==> config.mk <==
export PLATFORM = sky130hd
export DESIGN_NAME = date_text_day_difference
export DESIGN_NICKNAME = d
export VERILOG_FILES = /design/src/rtl/ddd_pkg.sv /design/src/rtl/date_text_day_difference.sv
export SDC_FILE = /design/constraint.sdc
export NUM_CORES = 1
export LEC_CHECK = 0
export ABC_CLOCK_PERIOD_IN_PS = 5850
export BUFFER_PORTS_ARGS = -buffer_cell sky130_fd_sc_hd__clkbuf_2
export CORE_MARGIN = 2
export CORE_UTILIZATION = 45
export DETAILED_ROUTE_END_ITERATION = 6
export PLACE_DENSITY = 0.75
export RECOVER_POWER = 25
export SETUP_SLACK_MARGIN = 0.2
export SLEW_MARGIN = 20
export SYNTH_ARGS = -nofsm -noshare
export SYNTH_HDL_FRONTEND = slang
export SYNTH_SLANG_ARGS = --single-unit
==> constraint.sdc <==
create_clock -name aclk -period 5.85 [get_ports aclk]
set_clock_uncertainty 0.05 [all_clocks]
set_input_delay 1.17 -clock aclk [delete_from_list [all_inputs] [get_ports aclk]]
set_output_delay 1.17 -clock aclk [all_outputs]
set_load 0.05 [all_outputs]
==> src/rtl/ddd_pkg.sv <==
package ddd_pkg;

    // stream widths
    localparam int unsigned S_TDATA_W = 176;
    localparam int unsigned M_TDATA_W = 32;
    localparam int unsigned DIFF_W    = 23;
    localparam int unsigned SERIAL_W  = 22;
    localparam int unsigned YEAR_W    = 14;
    localparam int unsigned REST_W    = 12;

    // text format
    localparam logic [7:0] DATE_LEN   = 8'd10;
    localparam logic [7:0] ASCII_DASH = 8'h2D;
    localparam logic [7:0] ASCII_ZERO = 8'h30;
    localparam logic [7:0] ASCII_NINE = 8'h39;

    // result status codes
    typedef enum logic [1:0] {
        STATUS_OK       = 2'd0,
        STATUS_FROM_BAD = 2'd1,
        STATUS_TO_BAD   = 2'd2
    } status_t;

    // one date after character decode
    typedef struct packed {
        logic              ok;
        logic [YEAR_W-1:0] year;
        logic [6:0]        century;
        logic [6:0]        year_lo;
        logic [6:0]        month;
        logic [6:0]        day;
    } date_dec_t;

    // one date split into year part and remainder of the serial day
    typedef struct packed {
        logic                ok;
        logic [SERIAL_W-1:0] base;
        logic [REST_W-1:0]   rest;
    } date_part_t;

    // one date as a full serial day
    typedef struct packed {
        logic                ok;
        logic [SERIAL_W-1:0] serial;
    } date_serial_t;

    // length of a month in a common year
    function automatic logic [4:0] month_len(input logic [3:0] m);
        logic [4:0] r;
        case (m) inside
            4'd4, 4'd6, 4'd9, 4'd11: r = 5'd30;
            4'd2:                    r = 5'd28;
            default:                 r = 5'd31;
        endcase
        return r;
    endfunction

    // days of the year before the first of a month
    function automatic logic [8:0] days_before(input logic [3:0] m);
        logic [8:0] r;
        case (m)
            4'd2:    r = 9'd31;
            4'd3:    r = 9'd59;
            4'd4:    r = 9'd90;
            4'd5:    r = 9'd120;
            4'd6:    r = 9'd151;
            4'd7:    r = 9'd181;
            4'd8:    r = 9'd212;
            4'd9:    r = 9'd243;
            4'd10:   r = 9'd273;
            4'd11:   r = 9'd304;
            4'd12:   r = 9'd334;
            default: r = 9'd0;
        endcase
        return r;
    endfunction

    // check format and turn the digits into numbers
    function automatic date_dec_t decode_date(input logic [39:0] hi, input logic [39:0] lo,
                                              input logic [7:0] len);
        logic [7:0] ch [10];
        logic [3:0] dg [10];
        logic       fmt;
        date_dec_t  r;
        for (int i = 0; i < 5; i++) begin
            ch[i]     = hi[39-8*i -: 8];
            ch[i + 5] = lo[39-8*i -: 8];
        end
        fmt = (len == DATE_LEN);
        for (int i = 0; i < 10; i++) begin
            if (i == 4 || i == 7) begin
                fmt = fmt && (ch[i] == ASCII_DASH);
            end else begin
                fmt = fmt && (ch[i] >= ASCII_ZERO) && (ch[i] <= ASCII_NINE);
            end
            dg[i] = ch[i][3:0];
        end
        r.ok      = fmt;
        r.year    = YEAR_W'(dg[0]) * YEAR_W'(1000) + YEAR_W'(dg[1]) * YEAR_W'(100)
                  + YEAR_W'(dg[2]) * YEAR_W'(10) + YEAR_W'(dg[3]);
        r.century = 7'(dg[0]) * 7'd10 + 7'(dg[1]);
        r.year_lo = 7'(dg[2]) * 7'd10 + 7'(dg[3]);
        r.month   = 7'(dg[5]) * 7'd10 + 7'(dg[6]);
        r.day     = 7'(dg[8]) * 7'd10 + 7'(dg[9]);
        return r;
    endfunction

    // range checks, leap days and year base
    function automatic date_part_t split_date(input date_dec_t d);
        logic              leap;
        logic              lo_nz;
        logic [4:0]        mlen;
        logic [REST_W-1:0] l4;
        logic [REST_W-1:0] l100;
        logic [REST_W-1:0] l400;
        logic [REST_W-1:0] leaps;
        logic              mon_ok;
        logic              day_ok;
        date_part_t        r;
        lo_nz  = (d.year_lo != 7'd0);
        // year divisible by 4 and not by 100, or by 400
        leap   = (lo_nz && d.year_lo[1:0] == 2'd0) || (!lo_nz && d.century[1:0] == 2'd0);
        mon_ok = (d.month >= 7'd1) && (d.month <= 7'd12);
        mlen   = (d.month[3:0] == 4'd2 && leap) ? 5'd29 : month_len(d.month[3:0]);
        day_ok = (d.day >= 7'd1) && (d.day <= 7'(mlen));
        // leap days of years before this one: ceil(y/4) - ceil(y/100) + ceil(y/400)
        l4     = REST_W'(d.year >> 2) + REST_W'(d.year[1:0] != 2'd0);
        l100   = REST_W'(d.century) + REST_W'(lo_nz);
        l400   = REST_W'(d.century >> 2) + REST_W'((d.century[1:0] != 2'd0) || lo_nz);
        leaps  = l4 - l100 + l400;
        r.ok   = d.ok && mon_ok && day_ok;
        r.base = SERIAL_W'(d.year) * SERIAL_W'(365);
        r.rest = leaps + REST_W'(days_before(d.month[3:0]))
               + REST_W'(d.month > 7'd2 && leap) + REST_W'(d.day);
        return r;
    endfunction

endpackage

==> src/rtl/date_text_day_difference.sv <==
// channel  dir  tdata fields, lowest bit up
// -------  ---  ----------------------------------------------------------------
// s_       in   from_text_high 40, from_text_low 40, from_length 8,
//               to_text_high 40, to_text_low 40, to_length 8 (176 bits)
// m_       out  day_difference 23 signed, status 2, zero pad 7 (32 bits)
//
// four register stages: character decode, range check and year multiply,
// serial day add, difference; one item per cycle while the output is not stalled
// the last stage is the output register; while a result waits, input keeps
// flowing until all four stages hold an item
// reset clears the stage valid bits only; data registers are not reset
// a stall holds each full stage whose successor is full and still lets gaps close up
module date_text_day_difference
    import ddd_pkg::*;
(
    input  logic                 aclk,
    input  logic                 aresetn,
    input  logic                 s_tvalid,
    output logic                 s_tready,
    // from_text_high, from_text_low, from_length, to_text_high, to_text_low, to_length
    input  logic [S_TDATA_W-1:0] s_tdata,
    output logic                 m_tvalid,
    input  logic                 m_tready,
    // day_difference, status, zero pad
    output logic [M_TDATA_W-1:0] m_tdata
);

    // stage valid bits and the ready chain
    logic         v1_reg, v2_reg, v3_reg, v4_reg;
    logic         rdy1, rdy2, rdy3, rdy4;

    date_dec_t    dec_reg  [2];
    date_part_t   part_reg [2];
    date_serial_t ser_reg  [2];
    logic [DIFF_W-1:0] diff_reg;
    status_t      status_reg;

    date_dec_t    dec_next [2];
    date_part_t   part_next [2];
    date_serial_t ser_next [2];
    logic [DIFF_W-1:0] diff_next;
    status_t      status_next;

    assign rdy4     = !v4_reg || m_tready;
    assign rdy3     = !v3_reg || rdy4;
    assign rdy2     = !v2_reg || rdy3;
    assign rdy1     = !v1_reg || rdy2;
    assign s_tready = rdy1;

    // valid bits
    always_ff @(posedge aclk) begin
        if (!aresetn) begin
            v1_reg <= 1'b0;
            v2_reg <= 1'b0;
            v3_reg <= 1'b0;
            v4_reg <= 1'b0;
        end else begin
            if (rdy1) v1_reg <= s_tvalid;
            if (rdy2) v2_reg <= v1_reg;
            if (rdy3) v3_reg <= v2_reg;
            if (rdy4) v4_reg <= v3_reg;
        end
    end

    // stage logic for both dates
    always_comb begin
        dec_next[0] = decode_date(s_tdata[39:0], s_tdata[79:40], s_tdata[87:80]);
        dec_next[1] = decode_date(s_tdata[127:88], s_tdata[167:128], s_tdata[175:168]);
        for (int k = 0; k < 2; k++) begin
            part_next[k]       = split_date(dec_reg[k]);
            ser_next[k].ok     = part_reg[k].ok;
            ser_next[k].serial = part_reg[k].base + SERIAL_W'(part_reg[k].rest);
        end
    end

    // difference and status, from date checked first
    always_comb begin
        diff_next   = '0;
        status_next = STATUS_OK;
        if (!ser_reg[0].ok) begin
            status_next = STATUS_FROM_BAD;
        end else if (!ser_reg[1].ok) begin
            status_next = STATUS_TO_BAD;
        end else begin
            diff_next = DIFF_W'(ser_reg[1].serial) - DIFF_W'(ser_reg[0].serial);
        end
    end

    // payload registers
    always_ff @(posedge aclk) begin
        if (rdy1) dec_reg  <= dec_next;
        if (rdy2) part_reg <= part_next;
        if (rdy3) ser_reg  <= ser_next;
        if (rdy4) begin
            diff_reg   <= diff_next;
            status_reg <= status_next;
        end
    end

    assign m_tvalid = v4_reg;
    assign m_tdata  = {7'd0, status_reg, diff_reg};

endmodule

# Word level (Yosys, flattened, before mapping)
# Memory sizes are Yosys's and may differ from the RTL's. A register that Yosys moved wholly into a read port is not among the register bits.
# Index checks and enable logic that the tools add are counted.
# totals
reg_bits	231
rom_bits	288
in_bits	180
output_inout_bits	34
word_cells	225
memories	2
# classes
add_sub_neg	33
mul	16
magnitude_cmp	42
n_eq_ne	16
muxes	9
reduce_logical	79
# mem_list
name	depth	width	rd	rd_clocked_by_memory_dff	wr	line_no	rtl
(name not given)	16	9	1	1	0	ddd_pkg.sv:61	case (m)
(name not given)	16	9	1	1	0	ddd_pkg.sv:61	
# op_table
cell	n
$ge A8 B6 Y1 const B	16
$le A8 B6 Y1 const B	16
$add A7 B4 Y7	8
$logic_and A1 B1 Y1	52
$add A12 B1 Y12	4
$mul A4 B3 Y6 const B	8
$add A22 B12 Y22	2
$mul A14 B9 Y22 const B	2
$eq A8 B6 Y1 const B	4
$add A14 B11 Y14	2
$add A14 B4 Y14	2
$add A14 B8 Y14	2
$ge A7 B1 Y1 const B	4
$add A12 B6 Y12	2
$add A12 B7 Y12	2
$add A12 B9 Y12	2
$sub A12 B8 Y12	2
$sub A22 B22 Y23	1
$mul A4 B7 Y11 const B	2
$mul A4 B5 Y9 const B	2
$add A7 B1 Y8	2
$eq A4 B3 Y1 const B	4
$eq A4 B4 Y1 const B	4
$eq A8 B4 Y1 const B	2
16 further kinds	48

# Logic depth before layout (Yosys ltp)
# logic_depth
ltp_word	19
mapped_depth	19
mapped_depth_nobuf	19

# Worst setup path before layout
# Ideal clock, no wire load.
# synth_timing
path_kind	input to register
start	in s_tdata[121]
end	reg dec_reg[41] (netlist bit), data pin
setup_time_ns	0.260
arrival_ns	4.827
required_time_ns	5.540
slack_ns	0.714
path_stages	16
path_buffers	0
cell_sequence	fa_1 > inv_1 > fa_1 > inv_1 > ha_1 > a21oi_1 > xnor2_1 > ha_1 > ha_1 > ha_1 > or2_2 > a21oi_1 > a21oi_1 > a21o_1 > a21oi_1 > xnor2_1
# synth_rtl
element	line_no	rtl
start: declaration	date_text_day_difference.sv:21	input logic [S_TDATA_W-1:0] s_tdata,
end signal: assignment	date_text_day_difference.sv:91	if (rdy1) dec_reg <= dec_next;
end: declaration	date_text_day_difference.sv:32	date_dec_t dec_reg [2];

==> results by group <==
Place
  – Port Buffers: roughly 210
  – Cell Area, Placed: 24500 sq um
  – Placed cells: 2983
  – Placer Congestion: 0.865
  – Detailed Place HPWL: roughly 38000 um

Die
  – Initial core utilization: 45.4%
  – CORE AREA: 50000 sq um
  – Die width: 229 um
  – Die area: 52300 sq um
  – Chip height: between 200 and 250 um
  – I/O Pins: about 210
  – FP Rows: 82

Clock tree
  – CTS root buf: clkbuf_16
  – CTS resizes: 0
  – Clock slew at reported path FFs: roughly 60 ps
  – CTS Hold Buffers Added: 0
  – CTS sink cnt: 245
  – Clock latency on the worst-skew pair: 570 ps
  – Setup Buffers After CTS: 0
  – CTS tree: yes
  – CTS Buf Count: 28
  – H-tree depth: 1
  – Max Buffers Root-to-Sink: 3

Critical path
  – RR Startpoint: dec_reg[28]$_DFFE_PN_
  – Terminus of the critical flop-to-flop path: part_reg[11]$_DFFE_PP_
  – CP Launch Type: register
  – CP Capture Type: register
  – CP max FO: 5
  – Worst EP required: 6120 ps
  – Reg-to-reg slack, setup: 740 ps
  – Worst setup path class: register to register
  – R2R cell count: 17
  – Critical path arrival: 5380 ps

Synth
  – Synth top area cells: edfxtp_1, ha_1, fa_1, inv_1, xnor2_1
  – Count of cell types in the netlist: 68
  – Post-synth EDFFs: approximately 220
  – Synth Area per Inst: 10.8 sq um
  – FF+latch count, synth: 245
  – Synth cell count leaders: inv_1, ha_1, edfxtp_1
  – Most common cell in the netlist: inv_1
  – Yosys warnings: 0
  – Synth Instances: between 2000 and 2500
  – Primary FF master, synth: edfxtp_1
  – Synth async-reset ratio: 0%
  – Top-area cell type share of the netlist area: 29.5%
  – Mapped Area: 22700 sq um
  – Yosys top cell by area: edfxtp_1
  – Sequential-to-total area share from yosys stat: 31.4%

Layout
  – Area added between synthesis and finish: 12.3%
  – Max FFs per register: 82
  – Antenna cells: 0
  – Final instance area: ~25000 sq um
  – Non-filler cells, final: 3035
  – Layout cells sized above 1: 11.2%
  – Fillcell total: 4386
  – Final-stage net count: 3066

Outcome
  – Outcome: complete, but fails checks
  – Violated checks: capacitance limit, slew limit

Min path
  – Hold endpoint: ser_reg[45]$_DFFE_PP_
  – Worst hold start: part_reg[69]$_DFFE_PP_
  – WHS Path Cells: 0
  – Hold WC Path Type: register to register

STA
  – Max Slew Vio Count: 47
  – Final setup violating endpoints: 0
  – Worst slew margin: -28.2%
  – Tmin final: 5110 ps
  – Period utilization: 87.3%
  – Setup TNS: 0 ps
  – Worst Max-Slew Pin Slew: about 1900 ps
  – Final hold vios: 0
  – RSZ-0062 raised after global routing: false
  – Peak Freq: a little under 200 MHz

Global route
  – Number of global-route vias before repair: about 16000
  – Congestion Overflow GR: 0
  – Largest net degree at the start of global routing: 71
  – Antenna violations before repair: 0
  – First-pass GRT wire length: 75000 um
  – All-Layer GR Usage: 17.3%

Route
  – Post-route ant nets: 0
  – DRT Pass-1 Iters: 5
  – Routed len/inst: between 10 and 15 um
  – Routed vias: 15100
  – DRC viols: 0
  – Iteration-0 DRC Markers: 629
  – DR vias/cell: 4.98
  – Final WL: 44600 um

Run
  – MaxCap Viol Count: 1
-- layer usage --
layer / global-route usage (%) / wire length (um) / vias to the layer above
li1: - / - / 7619
met1: 23.5 / 21200 / 7218
met2: 30.0 / 21200 / 243
met3: 1.90 / 1480 / 42
met4: 3.17 / 711 / 0
met5: 0 / 0 / -
-- per-stage QoR --
step / utilization [%] / worst slack, ps / hold slack, ps
after floorplan: - / 714 / 350
after global placement: 49.1 / 370 / 365
after detailed placement: 49.1 / 282 / 388
after CTS: 51.1 / 759 / 403
after global routing: 51.0 / 421 / 409
final: 51.0 / 741 / 398
-- critical path, cell delays in order, from the launching register on --
cell and delay (ps):
edfxtp_1 510, nor2_1 250, nand3_1 140, o21ai_0 280, o21bai_1 180, fa_1 460, fa_1 400, fa_1 570
inv_1 60, ha_1 290, nor2b_1 140, o21a_1 180, o21ai_1 110, nand2_1 90, o311a_1 300, a2111oi_1 530
a21oi_1 160, xnor2_1 160
-- cells by family after synthesis --
group	synth area share [%]
adder cells (fa/ha/maj)	36.2
XOR/XNOR	6.75
AND/OR/NAND/NOR	8.52
AO/OA/AOI/OAI	9.65
other	0.0165
buffers and inverters	6.85
flip-flops	31.4
multiplexers	0.606
-- layout by cell type (no fill, tap or decap), types with 48 or more instances in the layout --
cell and count:
clkbuf_2 189, nor2_1 114, inv_1 389, a21o_1 48
edfxtp_1 223, a21oi_1 97, fa_1 185, xnor2_1 133
nand2_1 90, o21ai_0 63, ha_1 360
-- worst max-delay path by stage --
| stage | startpoint | endpoint | slack [ps] |
|---|---|---|---|
| 3_3_place_gp | s_tdata[122] | dec_reg[41]$_DFFE_PN_ | 370 |
| 6_report | dec_reg[28]$_DFFE_PN_ | part_reg[11]$_DFFE_PP_ | 740 |
| 4_1_cts | dec_reg[28]$_DFFE_PN_ | part_reg[11]$_DFFE_PP_ | 760 |
| 3_5_place_dp | s_tdata[122] | dec_reg[41]$_DFFE_PN_ | 280 |
| 2_1_floorplan | s_tdata[121] | dec_reg[41]$_DFFE_PN_ | 710 |
| 5_1_grt | dec_reg[29]$_DFFE_PN_ | part_reg[10]$_DFFE_PP_ | 420 |
-- cell type report --
class | count | area [sq um] | share of cell area [%]
tap | 672 | 841 | 3.30
inverter | 391 | 1470 | 5.76
timing repair buffer | 210 | 1040 | 4.06
clock buffer | 31 | 722 | 2.83
multi-input combinational | 1465 | 14000 | 55.1
clock inverter | 21 | 255 | 1.00
sequential | 245 | 7140 | 28.0
Power is not shown: default switching activity piles up to over one toggle a cycle in this logic, so the estimate is an artifact.
